<file path="config.mk">
export PLATFORM = sky130hd
export DESIGN_NAME = indexed_linked_list_manager_unit
export DESIGN_NICKNAME = d
export VERILOG_FILES = /design/src/rtl/illm_pkg.sv /design/src/rtl/illm_link_mem.sv /design/src/rtl/indexed_linked_list_manager_unit.sv
export SDC_FILE = /design/constraint.sdc
export NUM_CORES = 1
export LEC_CHECK = 0
export ABC_CLOCK_PERIOD_IN_PS = 6650
export BUFFER_PORTS_ARGS = -buffer_cell sky130_fd_sc_hd__clkbuf_2
export CAP_MARGIN = 20
export CELL_PAD_IN_SITES_DETAIL_PLACEMENT = 1
export CELL_PAD_IN_SITES_GLOBAL_PLACEMENT = 2
export CORE_ASPECT_RATIO = 0.6
export CORE_MARGIN = 4
export CORE_UTILIZATION = 45
export DETAILED_ROUTE_END_ITERATION = 10
export PLACE_DENSITY_LB_ADDON = 0.1
export SLEW_MARGIN = 30
export SYNTH_ARGS = -nofsm -noshare
export SYNTH_HDL_FRONTEND = slang
export SYNTH_HIERARCHICAL = 1
export SYNTH_SLANG_ARGS = --single-unit
</file>
<file path="constraint.sdc">
create_clock -name clk -period 6.65 [get_ports clk]
set_input_delay 1.33 -clock clk [delete_from_list [all_inputs] [get_ports clk]]
set_output_delay 1.33 -clock clk [all_outputs]
set_load 0.02 [all_outputs]
</file>
<file path="src/rtl/illm_pkg.sv">
`timescale 1ns / 1ps
// shared types and constants for the indexed linked list manager
// no dependencies; used by illm_link_mem and indexed_linked_list_manager_unit
package illm_pkg;

    localparam int SLOTS = 64;
    localparam int IDX_W = $clog2(SLOTS);

    localparam logic KIND_APPEND = 1'b0;
    localparam logic KIND_REMOVE = 1'b1;

    localparam logic [1:0] ST_OK   = 2'd0;
    localparam logic [1:0] ST_FULL = 2'd1;
    localparam logic [1:0] ST_BAD  = 2'd2;

    typedef struct packed {
        logic               kind;
        logic [31:0]        payload;
        logic signed [31:0] tag;
        logic [IDX_W-1:0]   position;
    } in_item_t;

    typedef struct packed {
        logic [1:0]       status;
        logic [IDX_W-1:0] slot;
        logic [IDX_W-1:0] entry_count;
        logic [IDX_W-1:0] head_slot;
        logic [IDX_W-1:0] tail_slot;
    } out_item_t;

    // one write into a link table
    typedef struct packed {
        logic             en;
        logic [IDX_W-1:0] addr;
        logic [IDX_W-1:0] data;
    } link_wr_t;

    // power-up content of the next links: free chain 1 -> 2 -> ... -> last
    function automatic logic [IDX_W-1:0] next_init(input logic [IDX_W-1:0] idx);
        logic [IDX_W-1:0] val;
        if (idx == '0 || idx == IDX_W'(SLOTS - 1))
            val = '0;
        else
            val = idx + IDX_W'(1);
        return val;
    endfunction

endpackage

</file>
<file path="src/rtl/illm_link_mem.sv">
`timescale 1ns / 1ps
// next and prev link tables: two synchronous rams with registered read
// entries never written read as their power-up value; depends on illm_pkg
module illm_link_mem
(
    input  logic                         clk,
    input  logic                         rst_n,
    input  logic                         rd_en,
    input  logic [illm_pkg::IDX_W-1:0]   rd_addr,
    input  illm_pkg::link_wr_t           next_wr,
    input  illm_pkg::link_wr_t           prev_wr,
    output logic [illm_pkg::IDX_W-1:0]   next_rd,
    output logic [illm_pkg::IDX_W-1:0]   prev_rd
);

    logic [illm_pkg::IDX_W-1:0] next_mem [illm_pkg::SLOTS];
    logic [illm_pkg::IDX_W-1:0] prev_mem [illm_pkg::SLOTS];

    logic [illm_pkg::SLOTS-1:0] next_vld_reg;
    logic [illm_pkg::SLOTS-1:0] next_vld_next;
    logic [illm_pkg::SLOTS-1:0] prev_vld_reg;
    logic [illm_pkg::SLOTS-1:0] prev_vld_next;

    logic [illm_pkg::IDX_W-1:0] rd_addr_reg;
    logic                       next_hit_reg;
    logic                       prev_hit_reg;
    logic [illm_pkg::IDX_W-1:0] next_q_reg;
    logic [illm_pkg::IDX_W-1:0] prev_q_reg;

    always_ff @(posedge clk)
    begin
        if (next_wr.en)
        begin
            next_mem[next_wr.addr] <= next_wr.data;
        end
        if (prev_wr.en)
        begin
            prev_mem[prev_wr.addr] <= prev_wr.data;
        end
        if (rd_en)
        begin
            next_q_reg  <= next_mem[rd_addr];
            prev_q_reg  <= prev_mem[rd_addr];
            rd_addr_reg <= rd_addr;
        end
    end

    always_comb
    begin
        next_vld_next = next_vld_reg;
        prev_vld_next = prev_vld_reg;
        if (next_wr.en)
        begin
            next_vld_next[next_wr.addr] = 1'b1;
        end
        if (prev_wr.en)
        begin
            prev_vld_next[prev_wr.addr] = 1'b1;
        end
    end

    always_ff @(posedge clk or negedge rst_n)
    begin
        if (!rst_n)
        begin
            next_vld_reg <= '0;
            prev_vld_reg <= '0;
            next_hit_reg <= 1'b0;
            prev_hit_reg <= 1'b0;
        end
        else
        begin
            next_vld_reg <= next_vld_next;
            prev_vld_reg <= prev_vld_next;
            if (rd_en)
            begin
                next_hit_reg <= next_vld_reg[rd_addr];
                prev_hit_reg <= prev_vld_reg[rd_addr];
            end
        end
    end

    // unwritten entries: next follows the power-up free chain, prev is null
    assign next_rd = next_hit_reg ? next_q_reg : illm_pkg::next_init(rd_addr_reg);
    assign prev_rd = prev_hit_reg ? prev_q_reg : '0;

endmodule

</file>
<file path="src/rtl/indexed_linked_list_manager_unit.sv">
`timescale 1ns / 1ps
// indexed doubly linked list manager with a free list, top level
// depends on illm_pkg and illm_link_mem
//
// usage
// - command channel: drive cmd and raise start; the transfer happens at the
//   rising edge where start is high and busy is low. kind selects append at
//   tail (payload and tag stored in the next free slot) or remove of the slot
//   named by position.
// - result channel: done is high for exactly one cycle with result valid;
//   the transfer happens at the edge that ends that cycle. the receiver
//   cannot stall, so nothing is held back.
// - every command gives exactly one result: status, slot, entry count,
//   head and tail after the operation.
// - sequence: done is high in S_FIN, which follows S_EXEC after the command
//   transfer; busy stays high through S_EXEC and S_FIN. the order is set by
//   the link ram: the links of the slot are read at the transfer, then the
//   links are written in S_EXEC and again in S_FIN, because each link table
//   has a single write port.
// - reset: asynchronous, active low. the list is empty and all slots are
//   free right after reset; no clearing pass, the link ram keeps a written
//   bit per entry and unwritten entries read as their power-up links.
module indexed_linked_list_manager_unit
(
    input  logic                 clk,
    input  logic                 rst_n,
    input  logic                 start,
    output logic                 busy,
    input  illm_pkg::in_item_t   cmd,
    output logic                 done,
    output illm_pkg::out_item_t  result
);

    typedef enum logic [2:0] {
        S_IDLE = 3'b001,
        S_EXEC = 3'b010,
        S_FIN  = 3'b100
    } state_t;

    state_t state_reg;
    state_t state_next;

    // list bookkeeping
    logic [illm_pkg::IDX_W-1:0] free_head_reg;
    logic [illm_pkg::IDX_W-1:0] free_head_next;
    logic [illm_pkg::IDX_W-1:0] head_reg;
    logic [illm_pkg::IDX_W-1:0] head_next;
    logic [illm_pkg::IDX_W-1:0] tail_reg;
    logic [illm_pkg::IDX_W-1:0] tail_next;
    logic [illm_pkg::IDX_W-1:0] count_reg;
    logic [illm_pkg::IDX_W-1:0] count_next;
    logic [illm_pkg::SLOTS-1:0] in_use_reg;
    logic [illm_pkg::SLOTS-1:0] in_use_next;

    // operation in flight
    logic                       kind_reg;
    logic [1:0]                 status_reg;
    logic [illm_pkg::IDX_W-1:0] slot_reg;
    logic [illm_pkg::IDX_W-1:0] old_free_reg;

    // payload and tag store, written on append only
    logic [63:0] data_mem [illm_pkg::SLOTS];

    logic                       accept;
    logic                       is_append;
    logic [1:0]                 acc_status;
    logic [illm_pkg::IDX_W-1:0] acc_slot;
    logic                       op_ok;
    logic                       op_append;

    illm_pkg::link_wr_t         next_wr;
    illm_pkg::link_wr_t         prev_wr;
    logic [illm_pkg::IDX_W-1:0] nx_rd;
    logic [illm_pkg::IDX_W-1:0] pv_rd;

    assign busy      = (state_reg != S_IDLE);
    assign accept    = start && !busy;
    assign is_append = (cmd.kind == illm_pkg::KIND_APPEND);

    // status is settled at the transfer from the free head and in-use bits
    always_comb
    begin
        if (is_append)
        begin
            acc_slot   = free_head_reg;
            acc_status = (free_head_reg == '0) ? illm_pkg::ST_FULL : illm_pkg::ST_OK;
        end
        else
        begin
            acc_slot = cmd.position;
            if (cmd.position == '0 || !in_use_reg[cmd.position])
                acc_status = illm_pkg::ST_BAD;
            else
                acc_status = illm_pkg::ST_OK;
        end
    end

    assign op_ok     = (status_reg == illm_pkg::ST_OK);
    assign op_append = (kind_reg == illm_pkg::KIND_APPEND);

    // links of the target slot are read at the command transfer
    illm_link_mem u_links
    (
        .clk     (clk),
        .rst_n   (rst_n),
        .rd_en   (accept),
        .rd_addr (acc_slot),
        .next_wr (next_wr),
        .prev_wr (prev_wr),
        .next_rd (nx_rd),
        .prev_rd (pv_rd)
    );

    always_ff @(posedge clk)
    begin
        if (accept && is_append && free_head_reg != '0)
        begin
            data_mem[free_head_reg] <= {cmd.payload, cmd.tag};
        end
    end

    always_ff @(posedge clk)
    begin
        if (accept)
        begin
            kind_reg     <= cmd.kind;
            status_reg   <= acc_status;
            slot_reg     <= (acc_status == illm_pkg::ST_OK) ? acc_slot : '0;
            old_free_reg <= free_head_reg;
        end
    end

    // link writes: first pass patches the neighbors (and on append the slot's prev link), second pass the slot itself
    always_comb
    begin
        next_wr = '0;
        prev_wr = '0;
        case (state_reg)
            S_EXEC:
            begin
                if (op_append)
                begin
                    next_wr.en   = op_ok && (tail_reg != '0);
                    next_wr.addr = tail_reg;
                    next_wr.data = slot_reg;
                    prev_wr.en   = op_ok;
                    prev_wr.addr = slot_reg;
                    prev_wr.data = tail_reg;
                end
                else
                begin
                    next_wr.en   = op_ok && (pv_rd != '0);
                    next_wr.addr = pv_rd;
                    next_wr.data = nx_rd;
                    prev_wr.en   = op_ok && (nx_rd != '0);
                    prev_wr.addr = nx_rd;
                    prev_wr.data = pv_rd;
                end
            end
            S_FIN:
            begin
                // appended slot ends the list; removed slot joins the free list
                next_wr.en   = op_ok;
                next_wr.addr = slot_reg;
                next_wr.data = op_append ? '0 : old_free_reg;
                prev_wr.en   = op_ok && !op_append;
                prev_wr.addr = slot_reg;
                prev_wr.data = '0;
            end
            default:
            begin
                next_wr = '0;
                prev_wr = '0;
            end
        endcase
    end

    // bookkeeping moves in the first pass, off the registered pointers and the links read at the transfer
    always_comb
    begin
        free_head_next = free_head_reg;
        head_next      = head_reg;
        tail_next      = tail_reg;
        count_next     = count_reg;
        in_use_next    = in_use_reg;
        if (state_reg == S_EXEC && op_ok)
        begin
            if (op_append)
            begin
                free_head_next        = nx_rd;
                tail_next             = slot_reg;
                if (count_reg == '0)
                    head_next = slot_reg;
                count_next            = count_reg + illm_pkg::IDX_W'(1);
                in_use_next[slot_reg] = 1'b1;
            end
            else
            begin
                if (head_reg == slot_reg)
                    head_next = nx_rd;
                if (tail_reg == slot_reg)
                    tail_next = pv_rd;
                if (count_reg != '0)
                    count_next = count_reg - illm_pkg::IDX_W'(1);
                in_use_next[slot_reg] = 1'b0;
                free_head_next        = slot_reg;
            end
        end
    end

    always_comb
    begin
        case (state_reg)
            S_IDLE:  state_next = accept ? S_EXEC : S_IDLE;
            S_EXEC:  state_next = S_FIN;
            S_FIN:   state_next = S_IDLE;
            default: state_next = S_IDLE;
        endcase
    end

    always_ff @(posedge clk or negedge rst_n)
    begin
        if (!rst_n)
        begin
            state_reg     <= S_IDLE;
            free_head_reg <= illm_pkg::IDX_W'(1);
            head_reg      <= '0;
            tail_reg      <= '0;
            count_reg     <= '0;
            in_use_reg    <= '0;
        end
        else
        begin
            state_reg     <= state_next;
            free_head_reg <= free_head_next;
            head_reg      <= head_next;
            tail_reg      <= tail_next;
            count_reg     <= count_next;
            in_use_reg    <= in_use_next;
        end
    end

    // result shows the state after the first pass
    assign done               = (state_reg == S_FIN);
    assign result.status      = status_reg;
    assign result.slot        = slot_reg;
    assign result.entry_count = count_reg;
    assign result.head_slot   = head_reg;
    assign result.tail_slot   = tail_reg;

    // a transfer always leads to exactly one result, shown in S_FIN after S_EXEC
    a_result_timing: assert property (@(posedge clk) disable iff (!rst_n)
        accept |-> ##2 done)
        else $error("result not delivered two cycles after transfer");

    // no command is taken while a result is being shown
    a_no_accept_on_done: assert property (@(posedge clk) disable iff (!rst_n)
        done |-> busy)
        else $error("command taken during result cycle");

    // an empty list has neither head nor tail
    a_empty_list: assert property (@(posedge clk) disable iff (!rst_n)
        (count_reg == '0) |-> (head_reg == '0 && tail_reg == '0))
        else $error("empty list with head or tail set");

    // failed commands report the null slot and leave the count alone
    a_fail_no_change: assert property (@(posedge clk) disable iff (!rst_n)
        (state_reg == S_EXEC && !op_ok) |=> (slot_reg == '0 && $stable(count_reg)))
        else $error("failed command changed the list");

endmodule

</file>
==> results.ini <==
[status]
status = completed

[synth]
yosys.area.top_type_share = 0.578
yosys.area_share.adder = 0.00229
synth-xor-area-share = 0.00463
yosysUniqueCellTypes = 57
yosysWarnings = 6
postSynthCellCount = 2309
yosysTopAreaCell = edfxtp_1
synth.avg_cell_area_um2 = 18.0
ys.flop_type = edfxtp_1
synth_simple_gate_area_frac = 0.0634
synth_top_family_by_area = multiplexers
synthArstFlopShare = 0.216
synth_nets = 2390
synth_edf_count = 801
netlist_top_cells_area = edfxtp_1 58%, mux4_2 15%, dfrtp_1 13%, or2_2 2.0%, nor2_1 1.3%
netlist_area_um2 = 41600
synth-compound-area-share = 0.0451
yosysSeqAreaShare = 0.711
synth.mux.area_fraction = 0.156
synth.ff_latch_count = 1022

[floorplanning]
rows = 86
die_area_um2 = 97500
ios = 102
core_um2 = 91700
dieWidth_um = 401
fp.dieH_um = 244
initial_core_util = 0.454

[run]
cap_violations = 0

[grt]
grt_pass1_vias = 23143
grt_pass1_wl_um = 167000
grt_usage = 0.235
grt_max_degree = 123
antenna_found_initial = 9
overflow = 0

[sta]
max-slew-margin-rel = 0.299
worst_slew_pin_slew_ns = 1.05
fmax_mhz = 213
hold_slack_ns = 0.461
timing.final.crit_share = 0.706
finClkSkew_ns = 0.0234
hold_viol_final = 0
fin_crit_ns = 4.70
maxSlewViolCount = 0
setup_viol = 0
layout_setup_ws_ns = 1.95
rsz0062_at_grt = false
finalSetupTns_ns = 0

[final_layout]
drive_above_1_share = 0.286
syn_to_final_growth_pct = 12.7
reg_top3 = u_links/next_mem: 384 flops, u_links/prev_mem: 384 flops
antenna_cells = 0
nets = 2440

[setup_path]
crit_type = flip-flop to flip-flop
critical_path_buf_inv_count = 1
cp_slowest_stage_delay_ns = 0.84
cp_data_required_time_ns = 6.97
worstPathCellList = ha_1 > and3_1 > a311o_1 > o21ai_0 > buf_4 > nor4_1 > a31oi_1 > a21oi_1 > nor3_2 > nor2b_1 > nand3_1 > nor2_1
critical-path-slowest-cell = nor2_1
crit_fanout = 7
worstSetupEndpointType = flip-flop
worstPathArrival_ns = 5.01
critPathTopFamily = simple AND/OR/NAND/NOR gates
start_kind = flip-flop

[clocking]
cts_tree = yes
path_clk_slew_ns = 0.06
cts_root_buf = clkbuf_16
cts_made_buffers = 98
cts.htree.levels = 3
clk_path_buf_depth = 3
post_cts_resized = 0
post_cts_buffers = 0
holdBufCountCts = 0
clock_latency_ns = 0.70
clock-sinks = 1022

[drt]
remaining_drc_errors = 0
first_iter_violations = 2094
vias = 22321
avgRoutedWirePerCell_um = 31.0
wl_um = 114000
first_pass_iters = 5
via_per_inst = 6.07
ant_nets = 0

[placement]
routabilityCongestion = 0.803
pre_cts_ws_ns = 1.42
hpwl_um = 74100
portBuffers = 37

[pwr]
peakVddDrop_v = 0.000217
powerDensity_nw_per_um2 = 361
p_leak_nw = 16.1

[hold_path]
hold_path.class = flip-flop to flip-flop

-- power by group --
part	leakage, nW	switching, mW	internal [mW]
combinational	4.23	2.07	1.30
clock	1.69	2.50	3.52
sequential	10.1	0.261	7.25
-- cells in the mapped netlist (all sizes together), types with 12 or more instances --
master  instances
nand3          30
mux4          269
buf            65
a41oi          12
or2           130
nand2          72
mux2           13
nor2b          51
edfxtp        801
a22oi          14
clkbuf         79
o21ai          88
dfrtp         219
a211oi         18
a21oi          44
xnor2          15
o31ai          65
nor2          150
mux2i          30
-- layout by cell type, fill, tap and decap left out, types with 9 or more instances in the layout --
| master | instances |
|---|---|
| a41oi_1 | 12 |
| a22oi_1 | 14 |
| buf_4 | 50 |
| clkbuf_16 | 98 |
| nand3b_1 | 10 |
| edfxtp_1 | 801 |
| clkinv_1 | 9 |
| mux2i_1 | 29 |
| a211oi_1 | 17 |
| clkbuf_1 | 20 |
| or2_2 | 130 |
| nand2_1 | 69 |
| clkbuf_2 | 36 |
| a21o_1 | 9 |
| clkbuf_8 | 11 |
| a21oi_1 | 39 |
| clkinv_2 | 18 |
| xnor2_1 | 15 |
| nor2b_1 | 51 |
| o31ai_1 | 65 |
| nand3_1 | 29 |
| mux4_2 | 269 |
| bufinv_16 | 17 |
| nor2_1 | 146 |
| o21ai_0 | 87 |
| dfrtp_1 | 219 |
-- area by class of cell --
cell class | instances | area, um2
clock inverter | 55 | 788
multi-input combinational | 1134 | 11500
clock buffer | 129 | 2680
tap | 1232 | 1540
timing repair buffer | 94 | 711
fill | 8350 | 44800
inverter | 9 | 33.8
sequential | 1022 | 29600
-- final timing paths --
path | end | slack [ns] | startpoint | depth (start not counted)
setup / recovery | u_links/prev_mem[30][0] | 1.95 | u_links/rd_addr_reg[0] | 12
hold / removal | u_links/prev_vld_reg[49] | 0.46 | u_links/prev_vld_reg[49] | 1
setup reg to reg | u_links/prev_mem[30][0] | 1.95 | u_links/rd_addr_reg[0] | 12
hold reg to reg | u_links/prev_vld_reg[49] | 0.46 | u_links/prev_vld_reg[49] | 1
max in group asynchronous | u_links/prev_vld_reg[34] | 4.66 | rst_n | 2
min in group asynchronous | u_links/prev_vld_reg[23] | 0.65 | rst_n | 1
-- logic make-up (layout without fill, tap and decap cells) --
family,count (synthesis),in the layout
AO/OA/AOI/OAI,288,288
XOR/XNOR,22,22
adder cells (fa/ha/maj),7,7
buffers and inverters,153,287
flip-flops,1022,1022
multiplexers,312,312
AND/OR/NAND/NOR,505,505
-- stage by stage --
step / instances / cell area, um2 / total power [mW] / util
after global placement: 3491 / 43400 / 10.9 / 0.473
final: 3675 / 46900 / 16.9 / 0.511
after detailed placement: 3491 / 43400 / 11.0 / 0.473
after floorplan: 2309 / 41600 / 9.66 / -
after global routing: 3675 / 46900 / 17.6 / 0.511
after CTS: 3675 / 46800 / 17.0 / 0.511
-- metal layers --
metal / global-route usage / share of wire
met1: 0.378 / 0.49
met2: 0.315 / 0.41
met4: 0.0428 / 0.016
met3: 0.0723 / 0.084
met5: 0 / 0.00011
Power figures use the tool's default switching activity.
